File: src/hdl/usbrx_pkg.sv
// Shared constants, codes and types for the USBTMC bulk-out receiver.
// No dependencies; used by every module of the block.
package usbrx_pkg;

  // Sizes of the packet, the bulk-out header and the receive buffer in bytes.
  localparam int PACKET_BYTES = 64;
  localparam int HEADER_BYTES = 12;
  localparam int BUFFER_BYTES = 1024;
  localparam int FIRST_PAYLOAD_MAX = PACKET_BYTES - HEADER_BYTES;

  // Field widths.
  localparam int OP_W = 2;
  localparam int LEN_W = 7;
  localparam int BYTE_W = 8;
  localparam int SIZE_W = 32;
  localparam int ERR_W = 3;
  localparam int CMD_W = 2;
  localparam int COUNT_W = 11;
  // Wide enough for header plus count plus packet length.
  localparam int SUM_W = 12;

  // Item opcodes.
  localparam logic [OP_W-1:0] OP_PACKET = 2'd0;
  localparam logic [OP_W-1:0] OP_CONSUME = 2'd1;
  localparam logic [OP_W-1:0] OP_ABORT = 2'd2;

  // Header message ids.
  localparam logic [BYTE_W-1:0] ID_DEV_DEP_MSG_OUT = 8'd1;
  localparam logic [BYTE_W-1:0] ID_REQUEST_DEV_DEP_MSG_IN = 8'd2;
  localparam logic [BYTE_W-1:0] ID_VENDOR_SPECIFIC_OUT = 8'd126;

  // Error codes.
  localparam logic [ERR_W-1:0] ERR_NONE = 3'd0;
  localparam logic [ERR_W-1:0] ERR_BAD_ID = 3'd1;
  localparam logic [ERR_W-1:0] ERR_REPEATED_TAG = 3'd2;
  localparam logic [ERR_W-1:0] ERR_BAD_INVERSE = 3'd3;
  localparam logic [ERR_W-1:0] ERR_OVERFLOW = 3'd4;

  // Posted commands.
  localparam logic [CMD_W-1:0] CMD_NONE = 2'd0;
  localparam logic [CMD_W-1:0] CMD_HOST_WRITE = 2'd1;
  localparam logic [CMD_W-1:0] CMD_HOST_READ = 2'd2;

  typedef struct packed {
    logic [OP_W-1:0]   opcode;
    logic [LEN_W-1:0]  packet_len;
    logic [BYTE_W-1:0] msg_id;
    logic [BYTE_W-1:0] tag;
    logic [BYTE_W-1:0] tag_inverse;
    logic [SIZE_W-1:0] transfer_size;
  } item_t;

  typedef struct packed {
    logic              receiving;
    logic              done_flag;
    logic [COUNT_W-1:0] byte_count;
    logic [ERR_W-1:0]  last_error;
    logic [BYTE_W-1:0] saved_id;
    logic [BYTE_W-1:0] saved_tag;
    logic [SIZE_W-1:0] saved_size;
    logic [BYTE_W-1:0] reply_tag;
    logic [SIZE_W-1:0] reply_size;
  } state_t;

endpackage

File: src/hdl/usbrx_step.sv
// Next-state logic of the bulk-out receiver for one item.
// Purely combinational; depends on usbrx_pkg.
module usbrx_step (
  input  usbrx_pkg::item_t              item,
  input  usbrx_pkg::state_t             state,
  output usbrx_pkg::state_t             state_next,
  output logic [usbrx_pkg::CMD_W-1:0]   command
);
  import usbrx_pkg::*;

  logic [SUM_W-1:0]   fill;
  logic [COUNT_W-1:0] first_count;
  logic               finish;

  // Bytes the buffer would hold after this packet, header included.
  assign fill = SUM_W'(HEADER_BYTES) + SUM_W'(state.byte_count) + SUM_W'(item.packet_len);

  // Payload bytes in a first packet; a packet shorter than a header counts none.
  assign first_count = (item.packet_len >= LEN_W'(HEADER_BYTES)) ?
                       COUNT_W'(item.packet_len - LEN_W'(HEADER_BYTES)) : '0;

  always_comb begin
    state_next = state;
    finish = 1'b0;
    command = CMD_NONE;

    unique case (item.opcode)
      OP_PACKET: begin
        if (state.receiving) begin
          if (fill >= SUM_W'(BUFFER_BYTES)) begin
            state_next.last_error = ERR_OVERFLOW;
            state_next.receiving = 1'b0;
          end else begin
            state_next.byte_count = state.byte_count + COUNT_W'(item.packet_len);
            if (state.saved_size <= SIZE_W'(state_next.byte_count)) begin
              state_next.done_flag = 1'b1;
              state_next.last_error = ERR_NONE;
              state_next.receiving = 1'b0;
            end
            finish = state_next.done_flag;
          end
        end else begin
          state_next.done_flag = 1'b0;
          state_next.byte_count = first_count;
          if (item.tag == state.saved_tag) begin
            state_next.last_error = ERR_REPEATED_TAG;
          end else if ((item.tag & item.tag_inverse) != '0) begin
            state_next.last_error = ERR_BAD_INVERSE;
          end else begin
            state_next.last_error = ERR_NONE;
            state_next.saved_id = item.msg_id;
            state_next.saved_tag = item.tag;
            state_next.saved_size = item.transfer_size;
            if (first_count < COUNT_W'(FIRST_PAYLOAD_MAX) ||
                item.transfer_size <= SIZE_W'(FIRST_PAYLOAD_MAX)) begin
              state_next.done_flag = 1'b1;
            end else begin
              state_next.receiving = 1'b1;
            end
            finish = state_next.done_flag;
          end
        end
      end
      OP_CONSUME: begin
        state_next.done_flag = 1'b0;
        state_next.byte_count = '0;
      end
      OP_ABORT: begin
        state_next.receiving = 1'b0;
      end
      default: begin
      end
    endcase

    // Classification of a finished message.
    if (finish) begin
      if (state_next.saved_id == ID_DEV_DEP_MSG_OUT) begin
        command = CMD_HOST_WRITE;
      end else if (state_next.saved_id == ID_REQUEST_DEV_DEP_MSG_IN) begin
        command = CMD_HOST_READ;
        state_next.reply_tag = state_next.saved_tag;
        state_next.reply_size = state_next.saved_size;
      end else if (state_next.saved_id != ID_VENDOR_SPECIFIC_OUT) begin
        state_next.last_error = ERR_BAD_ID;
      end
    end
  end

endmodule

File: src/hdl/usbtmc_bulk_out_receiver_core.sv
// Top level of the USBTMC bulk-out receiver: input register, state and result register.
// Depends on usbrx_pkg and usbrx_step.
//
//   Channel | Handshake           | Payload
//   --------+---------------------+-----------------------------------------------------
//   in      | in_valid / in_stall | opcode, packet_len, msg_id, tag, tag_inverse,
//           |                     | transfer_size
//   out     | out_valid/out_stall | error, done_res, command, payload_count, out_tag,
//           |                     | in_tag, request_size
//
// One transfer can be taken every cycle while in_stall is low; it is held in the input register
// and then loaded into the state register, where its result is offered.
// Reset clears the receiver state and both valid flags; outputs read zero until the first load.
// A stall on the result side holds the result and, once the input register is also full,
// raises in_stall in the same cycle; otherwise the input side keeps flowing.
module usbtmc_bulk_out_receiver_core (
  input  logic                            clk,
  input  logic                            rst,
  input  logic                            in_valid,
  output logic                            in_stall,
  input  logic [usbrx_pkg::OP_W-1:0]      opcode,
  input  logic [usbrx_pkg::LEN_W-1:0]     packet_len,
  input  logic [usbrx_pkg::BYTE_W-1:0]    msg_id,
  input  logic [usbrx_pkg::BYTE_W-1:0]    tag,
  input  logic [usbrx_pkg::BYTE_W-1:0]    tag_inverse,
  input  logic [usbrx_pkg::SIZE_W-1:0]    transfer_size,
  output logic                            out_valid,
  input  logic                            out_stall,
  output logic [usbrx_pkg::ERR_W-1:0]     error,
  output logic                            done_res,
  output logic [usbrx_pkg::CMD_W-1:0]     command,
  output logic [usbrx_pkg::COUNT_W-1:0]   payload_count,
  output logic [usbrx_pkg::BYTE_W-1:0]    out_tag,
  output logic [usbrx_pkg::BYTE_W-1:0]    in_tag,
  output logic [usbrx_pkg::SIZE_W-1:0]    request_size
);
  import usbrx_pkg::*;

  // Input register: holds one accepted transfer until the result side has room.
  logic  item_valid;
  item_t item;

  // Receiver state. The state register doubles as the result register: it only
  // changes when a new result is loaded, so it holds still while a result is stalled.
  state_t           state;
  state_t           state_next;
  logic [CMD_W-1:0] cmd;
  logic [CMD_W-1:0] cmd_next;

  logic in_take;
  logic advance;

  // The held item moves on when the result register is empty or being emptied.
  assign advance  = item_valid && (!out_valid || !out_stall);
  assign in_stall = item_valid && out_valid && out_stall;
  assign in_take  = in_valid && !in_stall;

  always_ff @(posedge clk) begin
    if (rst) begin
      item_valid <= 1'b0;
    end else if (in_take) begin
      item_valid <= 1'b1;
    end else if (advance) begin
      item_valid <= 1'b0;
    end
  end

  // Payload of the input register needs no reset.
  always_ff @(posedge clk) begin
    if (in_take) begin
      item.opcode        <= opcode;
      item.packet_len    <= packet_len;
      item.msg_id        <= msg_id;
      item.tag           <= tag;
      item.tag_inverse   <= tag_inverse;
      item.transfer_size <= transfer_size;
    end
  end

  usbrx_step u_step (
    .item       (item),
    .state      (state),
    .state_next (state_next),
    .command    (cmd_next)
  );

  // All of the state has a defined reset value, so all of it is cleared.
  always_ff @(posedge clk) begin
    if (rst) begin
      state     <= '0;
      cmd       <= CMD_NONE;
      out_valid <= 1'b0;
    end else begin
      if (advance) begin
        state <= state_next;
        cmd   <= cmd_next;
      end
      if (advance) begin
        out_valid <= 1'b1;
      end else if (!out_stall) begin
        out_valid <= 1'b0;
      end
    end
  end

  assign error         = state.last_error;
  assign done_res      = state.done_flag;
  assign command       = cmd;
  assign payload_count = state.byte_count;
  assign out_tag       = state.saved_tag;
  assign in_tag        = state.reply_tag;
  assign request_size  = state.reply_size;

endmodule

File: config.mk
export PLATFORM = sky130hd
export DESIGN_NAME = usbtmc_bulk_out_receiver_core
export DESIGN_NICKNAME = d
export VERILOG_FILES = /design/src/hdl/usbrx_pkg.sv /design/src/hdl/usbrx_step.sv /design/src/hdl/usbtmc_bulk_out_receiver_core.sv
export SDC_FILE = /design/constraint.sdc
export NUM_CORES = 1
export LEC_CHECK = 0
export BUFFER_PORTS_ARGS = -buffer_cell sky130_fd_sc_hd__buf_4
export CAP_MARGIN = 20
export CORE_ASPECT_RATIO = 1.2
export CORE_MARGIN = 2
export CORE_UTILIZATION = 52
export CTS_BUF_LIST = sky130_fd_sc_hd__clkbuf_8 sky130_fd_sc_hd__clkbuf_16
export DETAILED_ROUTE_END_ITERATION = 10
export PLACE_DENSITY = 0.83
export SETUP_SLACK_MARGIN = 0.1
export SLEW_MARGIN = 20
export SYNTH_ARGS = -nofsm -noshare
export SYNTH_HDL_FRONTEND = slang
export SYNTH_SLANG_ARGS = --single-unit
File: constraint.sdc
create_clock -name clk -period 4.7 [get_ports clk]
set_input_delay 1.41 -clock clk [delete_from_list [all_inputs] [get_ports clk]]
set_output_delay 1.41 -clock clk [all_outputs]
set_load 0.005 [all_outputs]
Word level (Yosys, flattened, before mapping)
Cells that the tools add are included.
{"block": "classes", "addsub": 4, "order_cmp": 5, "n_eq_ne": 8, "muxes": 35, "n_bitwise": 2, "n_reduce_logical": 17}
{"op": "two-way mux 48 bit", "count": 3}
{"op": "two-way mux 51 bit", "count": 1}
{"op": "<= comparator 32 x 11 -> 1 bit", "count": 1}
{"op": "<= comparator 32 x 6 -> 1 bit (second input constant)", "count": 1}
{"op": "one-hot mux 12 bit (2 select lines)", "count": 1}
{"op": "two-way mux 3 bit", "count": 7}
{"op": "two-way mux 16 bit", "count": 1}
{"op": "two-way mux 2 bit", "count": 7}
{"op": "adder 12 x 7 -> 12 bit", "count": 1}
{"op": "adder 4 x 11 -> 12 bit (first input constant)", "count": 1}
{"op": ">= comparator 12 x 11 -> 1 bit (second input constant)", "count": 1}
{"op": "two-way mux 1 bit", "count": 12}
{"op": "two-way mux 12 bit", "count": 1}
{"op": "adder 11 x 7 -> 11 bit", "count": 1}
{"op": "< comparator 11 x 6 -> 1 bit (second input constant)", "count": 1}
{"op": "two-way mux 11 bit", "count": 1}
{"op": "bitwise AND 8 bit", "count": 1}
{"op": "equality test 8 x 1 -> 1 bit (second input constant)", "count": 1}
{"op": "equality test 8 x 2 -> 1 bit (second input constant)", "count": 1}
{"op": "equality test 8 bit", "count": 1}
{"op": "!= test 8 x 7 -> 1 bit (second input constant)", "count": 1}
{"op": "nonzero test 8 bit", "count": 1}
{"op": "subtractor 7 x 4 -> 8 bit (second input constant)", "count": 1}
{"op": ">= comparator 7 x 4 -> 1 bit (second input constant)", "count": 1}
{"op": "other kinds (14)", "count": 22}
{"block": "totals", "register_bits": 173, "inputBits": 69, "out_inout_bits": 67, "wordCells": 89}

Depth between registers and ports, before layout
Gate-level depths: netlist (run 1).
{"block": "depth", "ltp_word": 14, "mapped_depth": 18, "depth_no_buf": 17}

Cells and area by module
A second synthesis (run 1) with hierarchy kept.
{"block": "unflattened", "cells_unflattened": 976, "hier_area_um2": 10386.2}
{"module": "usbtmc_bulk_out_receiver_core", "n_inst": 1, "cells_per_inst": 596, "area_per_inst_um2": 7228.2, "seq_area_each_um2": 4113.9}
{"module": "usbrx_step", "n_inst": 1, "cells_per_inst": 380, "area_per_inst_um2": 3158.0, "seq_area_each_um2": 0.0}

Least setup slack after synthesis (run 1)
Ideal clock, no wire load.
{"block": "synth_timing", "path_type": "input to register", "start": "input out_stall", "end": "register item[0] (netlist name)", "arrival_time_ns": 4.524, "required_time_ns": 4.204, "slack_ns": -0.320, "cell_stages": 2, "n_path_buf": 0, "cell_sequence": "and3_1 -> nor2b_1"}
{"block": "synth_via", "elab_chain_len": 3}
{"item": "start, declared", "line": "usbtmc_bulk_out_receiver_core.sv:28", "text": "input logic out_stall,"}
{"item": "logical AND 1 bit", "line": "usbtmc_bulk_out_receiver_core.sv:55", "text": "assign in_stall = item_valid && out_valid && out_stall;"}
{"item": "zero test 1 bit", "line": "usbtmc_bulk_out_receiver_core.sv:56", "text": "assign in_take = in_valid && !in_stall;"}
{"item": "logical AND 1 bit", "line": "usbtmc_bulk_out_receiver_core.sv:56"}
{"item": "named net in_take", "line": "usbtmc_bulk_out_receiver_core.sv:50", "text": "logic in_take;"}
The timed path passes the listed nets, and every way through them passes these cells.
A chain may end at the register's enable or synchronous reset.

Final worst setup path (run 1)
{"block": "layout_timing", "start": "register payload_count[0] (netlist name)", "end": "register request_size[27] (netlist name)"}
{"block": "layout_via", "elab_chain_len": 7}
{"item": "adder 4 x 11 -> 12 bit or adder 11 x 7 -> 11 bit (tied branches)", "line": "usbrx_step.sv:16, usbrx_step.sv:34"}
{"item": "adder 12 x 7 -> 12 bit or <= comparator 32 x 11 -> 1 bit (tied branches)", "line": "usbrx_step.sv:16, usbrx_step.sv:35"}
{"item": ">= comparator 12 x 11 -> 1 bit or two-way mux 2 bit (tied branches)", "line": "usbrx_step.sv:30, usbrx_step.sv:35"}
{"item": "two-way mux 1 bit *", "line": "usbrx_step.sv:30", "text": "if (fill >= SUM_W'(BUFFER_BYTES)) begin"}
{"item": "two-way mux 1 bit *", "line": "usbrx_step.sv:29", "text": "if (state.receiving) begin"}
{"item": "two-way mux 1 bit *", "line": "usbrx_step.sv:27", "text": "unique case (item.opcode)"}
{"item": "AND reduction 4 bit (no line) *"}
Every way passes the cells marked *; elsewhere a longest branch is shown, timed or not.

==> results.md, run 1 <==
| Stage | Metric | Value |
|---|---|---|
| worst setup path | Critical path required time | 5.00 ns |
| sta | Post-layout min period | 4.22 ns |
| synthesis | Top cells by count, synth | nor2_1, dfxtp_1, mux2i_1 |
| synthesis | Number of flip-flops and latches in the synthesized netlist | 173 |
| run status | Outcome | completed |
| finish | Fraction of final layout cells sized beyond drive strength 1 | 22.2% |
| global routing | Remaining global-route overflow | 0 |
| drt | Count of nets left with antenna violations after detail routing | 0 |
| die | Floorplan die height | 145 um |
| finish | Number of diodes | 0 |
| pwr | Comb power frac | 6.2% |
| drt | Routed length per instance | 16.5 um |
| die | Row count | 51 |
| clock network | Num CTS Buffers | 17 |
| finish | Fin cells | 1109 |
| synthesis | Top cells by area, synth | dfxtp_1, edfxtp_1, mux2i_1, buf_4, nor2_1 |
| synthesis | Synth Instances | 816 |
| drt | Sum of routed wire length over all layers | 18.3 mm |
| placement | Worst slack after detailed placement | 0.375 ns |
| synthesis | Cell with the most instances after synthesis | nor2_1 |
| drt | 1st-pass router iterations | 5 |
| synthesis | Synthesis Warnings | 0 |
| sta | Maximum operating frequency | 0.237 GHz |
| pwr | Power per Cell Area | 322 nW/um^2 |
| synthesis | Sequential fraction of the synthesis area | 47.5% |
| worst setup path | Cell family with the largest share of critical-path delay | compound AO/OA/AOI/OAI gates |
| global routing | Initial antenna violation count | 0 |
| worst setup path | Cell occurring most often along the worst timing path | a21oi_1 |
| synthesis | Async set-or-reset flop fraction in the synthesized netlist | 0% |
| finish | Nets | 986 |
| global routing | Vias in the first global route | 6055 |
| clock network | Count of clock tree sinks | 173 |
| global routing | Global-route usage over all layers | 21.2% |
| sta | Worst-case headroom to the max-slew limit | 31.8% |
| drt | Vias per cell | 5.41 |
| pwr | Sequential group share of total power | 50.4% |
| worst setup path | Classification of the worst setup path | flip-flop to flip-flop |
| clock network | Root Buffer | clkbuf_16 |
| sta | Setup total negative slack | 0 ns |
| synthesis | Synth Area per Inst | 10.6 um^2 |
| pwr | Leakage power total | 4.72 nW |
| synthesis | Count of flip-flops with a built-in enable after synthesis | 65 |
| run | Number of maximum-capacitance violations | 0 |
| synthesis | Number of different library cells in the post-synthesis netlist | 61 |
| clock network | Insertion delay of the later-clocked pin in the worst-skew pair | 0.42 ns |
| clock network | H-tree level count | 4 |
| sta | Transition time of the tightest slew-check pin | 1.02 ns |
| placement | Placed cell count | 1076 |
| pwr | Switch Pwr | 0.714 mW |
| die | Die extent in x | 122 um |
| sta | Final clock skew | 0.0139 ns |
| sta | Max Slew Vio Count | 0 |
| synthesis | Cell area after synthesis | 8670 um^2 |
| die | Core area | 16300 um^2 |
| worst setup path | Slowest CP cell | fa_1 |
| die | DIE AREA | 17700 um^2 |
| global routing | Wire length of the first global-routing pass | 29.7 mm |
| synthesis | Top FF cell, synth | dfxtp_1 |
| die | Number of placed I/O pins | 136 |
| worst setup path | Critical Path Fanout Max | 41 |
| placement | Post-detail-place hpwl | 13.2 mm |
| placement | Port buffer count | 135 |
| worst setup path | Delay of the slowest cell on the worst path | 0.41 ns |
| pwr | Clock network fraction of total power | 43.4% |
| worst setup path | Buffering stage count on the worst path with inverters included | 2 |
| sta | Setup WS post-layout | 0.484 ns |
| sta | RSZ-0062 raised after global routing | false |
| worst hold path | Kind of path behind the tightest hold check | flip-flop to flip-flop |
| drt | Initial drt markers | 357 |
| sta | Final hold viol count | 0 |
| finish | Area overhead of the layout relative to synthesis | 16.0% |
| worst setup path | Startpoint type of the worst setup path | flip-flop |
| clock network | Clock transition at the registers of the reported paths | 0.07 ns |
| clock network | Number of buffers between clock root and the deepest sink | 2 |
| worst setup path | Arrival time of data at the critical path endpoint | 4.51 ns |
| worst setup path | Sequence of cells on the critical path | ha_1, inv_1, fa_1, nor2b_1, o21ai_0, a21oi_1, o211ai_1, a21oi_1, xnor2_1, ha_1, a21oi_1, o211ai_1, o211ai_1, a21oi_1, a2111o_2, buf_6, mux2_1 |
| sta | Final setup fails | 0 |
| drt | Residual DRC | 0 |
| sta | Period utilisation layout | 89.7% |
| drt | Number of vias in the routed layout | 5998 |
| pwr | Max rail drop VDD | 0.367 mV |
| pwr | Cell-internal power | 2.53 mW |
| die | Initial Utilization | 53.3% |
| synthesis | Top-area cell type share of the netlist area | 24.9% |
| synthesis | Largest area contributor in the synthesized netlist | dfxtp_1 |
| clock network | Clock tree from TritonCTS | done |
| placement | Gp weighted congestion | 0.906 |
| global routing | Largest net degree at the start of global routing | 52 |
| worst setup path | Crit path capture type | flip-flop |
| finish | Fill cell total of the finished layout | 1302 |
| synthesis | Net count of the mapped netlist | 918 |
| finish | Final core utilization | 61.8% |
| pwr | Switching power share of the total | 22.0% |
==> tightest hold or removal path, delay by kind of cell, from the launching register on <==
kind	cells	cell delay [ns]
AOI/OAI and AO/OA	1	0.05
DFF	1	0.31
and+or+nand+nor	1	0.05
==> routing by layer <==
metal / share of wire (%) / up-vias / global-route usage [%]
li1: - / 2965 / -
met4: 2.2 / 0 / 7.47
met5: 0 / - / 0
met1: 42 / 2822 / 26.3
met2: 50 / 183 / 35.2
met3: 5.7 / 28 / 5.92
==> power groups by stage <==
stage                     sequential, mW  clock (mW)  combinational, mW
after floorplan                     1.65           0              0.116
after global placement              1.66           0              0.194
after detailed placement            1.66           0              0.197
after CTS                           1.63        1.43              0.199
after global routing                1.64        1.50              0.221
final                               1.63        1.41              0.200
==> worst paths after layout <==
check	startpoint	to	slack, ns	depth (start not counted)
max reg2reg	payload_count[0]$_SDFFE_PP0P_	request_size[27]$_SDFFE_PP0P_	0.48	17
min	command[0]$_SDFFE_PP0P_	command[0]$_SDFFE_PP0P_	0.46	2
max	payload_count[0]$_SDFFE_PP0P_	request_size[27]$_SDFFE_PP0P_	0.48	17
min reg2reg	command[0]$_SDFFE_PP0P_	command[0]$_SDFFE_PP0P_	0.46	2
==> state kept, by name, indices dropped and copies added, names as in the netlist <==
register and flops:
command 2, error 3, item 65, item_valid 1, done_res 1, out_tag 8
request_size 32, payload_count 11, state 41, in_tag 8, out_valid 1
==> cell usage in the layout, fill, tap and decap left out, drive strengths merged, types with 3 or more instances in the layout <==
cell      instances
a2bb2oi           3
nand2            15
or3               3
nand3             8
ha               28
nor4             14
a211oi            4
nor2b            47
nand4             8
fa                5
a22oi             5
dfxtp           108
edfxtp           65
xnor2            14
and3              3
clkinv            4
a21o              3
nor3             10
xor2              4
nand2b            6
mux2i            86
a21oi            32
a31oi             5
clkbuf           17
o21ai            16
buf             147
inv              32
or4               4
bufinv            3
nor2            112
o211ai            6
mux2             40
nor3b             3
o22ai             3
clkinvlp          4
o21a              3
==> area by class of cell <==
class	count	area [um^2]	share of cell area, %
tap	212	265	2.64
sequential	173	4110	40.9
clock buffer	17	425	4.23
timing repair buffer	147	1130	11.3
inverter	28	105	1.05
clock inverter	15	170	1.69
multi-input combinational	517	3840	38.2
==> kinds of logic (layout without fill, tap and decap cells) <==
kind of cell               after synthesis  in the layout  synth area share [%]
xor gates and xnor gates                18             18                  1.82
DFF                                    173            173                  47.5
muxes                                  126            126                  15.9
and+or+nand+nor                        240            240                  13.7
adders and majority gates               33             33                  5.20
AOI/OAI and AO/OA                      100            100                  7.67
buffers and inverters                  126            207                  8.32
==> metrics by stage <==
stage / total power, mW / cell area [um^2] / hold WS (ns)
2_1_floorplan: 1.77 / 8670 / 0.448
3_3_place_gp: 1.86 / 9450 / 0.442
3_5_place_dp: 1.86 / 9450 / 0.452
4_1_cts: 3.26 / 10000 / 0.460
5_1_grt: 3.35 / 10100 / 0.494
6_report: 3.24 / 10100 / 0.456
==> repair_timing <==
action	in CTS	in global routing
endpoints found under the setup margin	0	40
gates resized for setup	0	1
buffers inserted	0	1
hold buffers	0	0
Power figures use the tool's default switching activity.
==> inputs of run 2 (changes only) <==
==> constraint.sdc (replaced) <==
create_clock -name clk -period 4.7 [get_ports clk]
set_input_delay 0.94 -clock clk [delete_from_list [all_inputs] [get_ports clk]]
set_output_delay 0.94 -clock clk [all_outputs]
set_load 0.005 [all_outputs]
==> run 2 against run 1 <==
Against the previous run: sequential share of layout area is 0.071 points higher; critical path depth fell by 1; sequential cell count is the same; global-route usage is essentially flat; fmax fell by 2.4%; register-to-register slack lost 0.10 ns; first-iteration DRC count is 12% higher; final cell count barely moved; sequential power hardly changed; wire length up 0.11%; total power hardly changed; clock-buffer cell count up 1; critical endpoint is now request_size[2]$_SDFFE_PP0P_; largest cell class unchanged; highest routed layer unchanged.
==> results.md, run 2 (synthesis results as in run 1) <==
| Stage | Metric | Value | Change |
|---|---|---|---|
| placement | Area post-placement | 9430 um^2 | was 9450 um^2 |
| clock network | Root Buffer | clkbuf_16 | unchanged |
| run status | Outcome | completed | unchanged |
| placement | Port buffer count | 135 | unchanged |
| sta | Transition time of the tightest slew-check pin | 0.890 ns | was 1.02 ns |
| clock network | H-tree level count | 4 | unchanged |
| sta | Worst-case headroom to the max-slew limit | 40.5% | was 31.8% |
| finish | Top reg by flops | item | unchanged |
| sta | Setup total negative slack | 0 ns | unchanged |
| worst setup path | Critical Path Fanout Max | 41 | unchanged |
| sta | Post-layout min period | 4.32 ns | was 4.22 ns |
| clock network | Count of clock tree sinks | 173 | unchanged |
| global routing | Global-route met1 utilization | 26.1% | was 26.3% |
| finish | Area overhead of the layout relative to synthesis | 15.8% | was 16.0% |
| sta | Final clock skew | 0.00766 ns | was 0.0139 ns |
| finish | Fill cell total of the finished layout | 1313 | was 1302 |
| worst setup path | Classification of the worst setup path | flip-flop to flip-flop | unchanged |
| drt | Count of nets left with antenna violations after detail routing | 0 | unchanged |
| finish | Number of diodes | 0 | unchanged |
| placement | Gp weighted congestion | 0.910 | was 0.906 |
| placement | Placed cell count | 1075 | was 1076 |
| sta | Final hold viol count | 0 | unchanged |
| sta | Max Slew Vio Count | 0 | unchanged |
| global routing | GR Layer Usage met3 | 4.86% | was 5.92% |
| drt | Vias per cell | 5.42 | was 5.41 |
| global routing | Most crowded layer after global routing | met2 | unchanged |
| finish | Flip-flop count of the largest register after layout | 65 | unchanged |
| sta | RSZ-0062 raised after global routing | false | unchanged |
| drt | Routed length per instance | 16.5 um | about the same |
| pwr | Leakage power total | 4.71 nW | was 4.72 nW |
| finish | Cell area after layout | 10000 um^2 | was 10100 um^2 |
| clock network | Num CTS Buffers | 17 | unchanged |
| sta | Maximum operating frequency | 0.232 GHz | was 0.237 GHz |
| global routing | Initial antenna violation count | 0 | unchanged |
| die | Floorplan die height | 145 um | unchanged |
| finish | Fraction of final layout cells sized beyond drive strength 1 | 22.4% | was 22.2% |
| worst setup path | Crit path capture type | flip-flop | unchanged |
| clock network | Clock tree from TritonCTS | done | unchanged |
| worst setup path | Startpoint type of the worst setup path | flip-flop | unchanged |
| global routing | Largest net degree at the start of global routing | 81 | was 52 |
| run | Number of maximum-capacitance violations | 0 | unchanged |
| die | Core area | 16300 um^2 | unchanged |
| sta | Period utilisation layout | 91.9% | was 89.7% |
| drt | Residual DRC | 0 | unchanged |
| die | Die extent in x | 122 um | unchanged |
| sta | Final setup fails | 0 | unchanged |
| worst setup path | Worst Setup SP | item[58]$_DFFE_PP_ | was payload_count[0]$_SDFFE_PP0P_ |
| worst setup path | Arrival time of data at the critical path endpoint | 4.63 ns | was 4.51 ns |
| clock network | Number of buffers between clock root and the deepest sink | 2 | unchanged |
| die | Row count | 51 | unchanged |
| finish | Most frequent cells in the layout | buf_4, nor2_1, dfxtp_1 | unchanged |
| global routing | Fraction of met2 tracks used by global routing | 34.8% | was 35.2% |
| global routing | Global-route usage over all layers | 21.2% | about the same |
| worst hold path | Kind of path behind the tightest hold check | flip-flop to flip-flop | unchanged |
| worst hold path | Start point of the worst hold path | command[0]$_SDFFE_PP0P_ | unchanged |
| global routing | Vias in the first global route | 5985 | was 6055 |
| die | DIE AREA | 17700 um^2 | unchanged |
| clock network | Clock transition at the registers of the reported paths | 0.07 ns | about the same |
| drt | Number of vias in the routed layout | 6007 | was 5998 |
| pwr | Power per Cell Area | 323 nW/um^2 | was 322 nW/um^2 |
| die | Initial Utilization | 53.3% | unchanged |
| drt | Sum of routed wire length over all layers | 18.3 mm | about the same |
| drt | Initial drt markers | 401 | was 357 |
| pwr | Post-layout power | 3.24 mW | about the same |
| worst setup path | Source of the worst register-to-register timing path | item[58]$_DFFE_PP_ | was payload_count[0]$_SDFFE_PP0P_ |
| pwr | Max rail drop VDD | 0.240 mV | was 0.367 mV |
| finish | Nets | 985 | was 986 |
| finish | Leading cell type in the layout, fill and taps excluded | buf_4 | unchanged |
| global routing | Wire length of the first global-routing pass | 29.5 mm | was 29.7 mm |
| global routing | Remaining global-route overflow | 0 | unchanged |
| finish | Fin cells | 1108 | was 1109 |
| worst setup path | Critical path required time | 5.01 ns | was 5.00 ns |
| clock network | Insertion delay of the later-clocked pin in the worst-skew pair | 0.43 ns | was 0.42 ns |
| die | Number of placed I/O pins | 136 | unchanged |
| placement | Post-detail-place hpwl | 13.0 mm | was 13.2 mm |
| drt | 1st-pass router iterations | 4 | was 5 |
run 2: changes by cell type in the layout (fill, tap and decap cells not counted), sizes merged:
cell      previous run  this run
clkinvlp             4         2
clkinv               4         6
buf                147       146
bufinv               3         2
clkbuf              17        18
run 2: layout make-up:
cell class,count,area [um^2],area share [%]
flip-flops and latches,173,4110,41.0
multi-input cells,517,3840,38.3
repair buffers,146,1110,11.1
clock buffers,18,439,4.38
well taps,212,265,2.64
clock inverters,14,159,1.58
inverters,28,105,1.05
run 2: routing by layer:
layer  wire length (um)  vias up
li1                   -     2958
met1               7630     2814
met2               8940      195
met3               1130       40
met4                590        0
met5                  0        -
run 2: final timing paths:
path	slack, ns	cells after the start	end
setup / recovery	0.38	16	request_size[2]$_SDFFE_PP0P_
hold / removal	0.46	2	command[0]$_SDFFE_PP0P_
setup reg to reg	0.38	16	request_size[2]$_SDFFE_PP0P_
hold reg to reg	0.46	2	command[0]$_SDFFE_PP0P_
run 2: report_power, final:
| group | internal, mW | total (mW) | switching (mW) |
|---|---|---|---|
| Sequential | 1.60 | 1.63 | 0.0338 |
| Combinational | 0.0925 | 0.199 | 0.107 |
| Clock | 0.808 | 1.41 | 0.601 |
run 2: worst max-delay path, cell delays in order, from the launching register on:
cell	delay, ns
edfxtp_1	0.42
inv_1	0.16
ha_1	0.32
nor2b_1	0.16
o21ai_0	0.24
a21oi_1	0.14
o211ai_1	0.31
a21oi_1	0.14
xnor2_1	0.22
ha_1	0.28
a21oi_1	0.17
o211ai_1	0.12
o211ai_1	0.32
a21oi_1	0.16
a2111o_2	0.40
buf_6	0.24
mux2_1	0.37
run 2: metrics by stage:
stage	setup slack, ns	utilization (%)	hold WS [ns]
after floorplan	0.150	-	0.448
after CTS	0.256	61.6	0.462
final	0.382	61.7	0.462
after global placement	0.469	57.9	0.446
after detailed placement	0.308	57.9	0.452
after global routing	0.132	61.7	0.482
run 2: timing repair:
action / 4_1_cts / 5_1_grt
setup endpoints to repair: 0 / 40
hold buffers: 0 / 0
buffers inserted: 0 / 1
gates resized for setup: 0 / 1
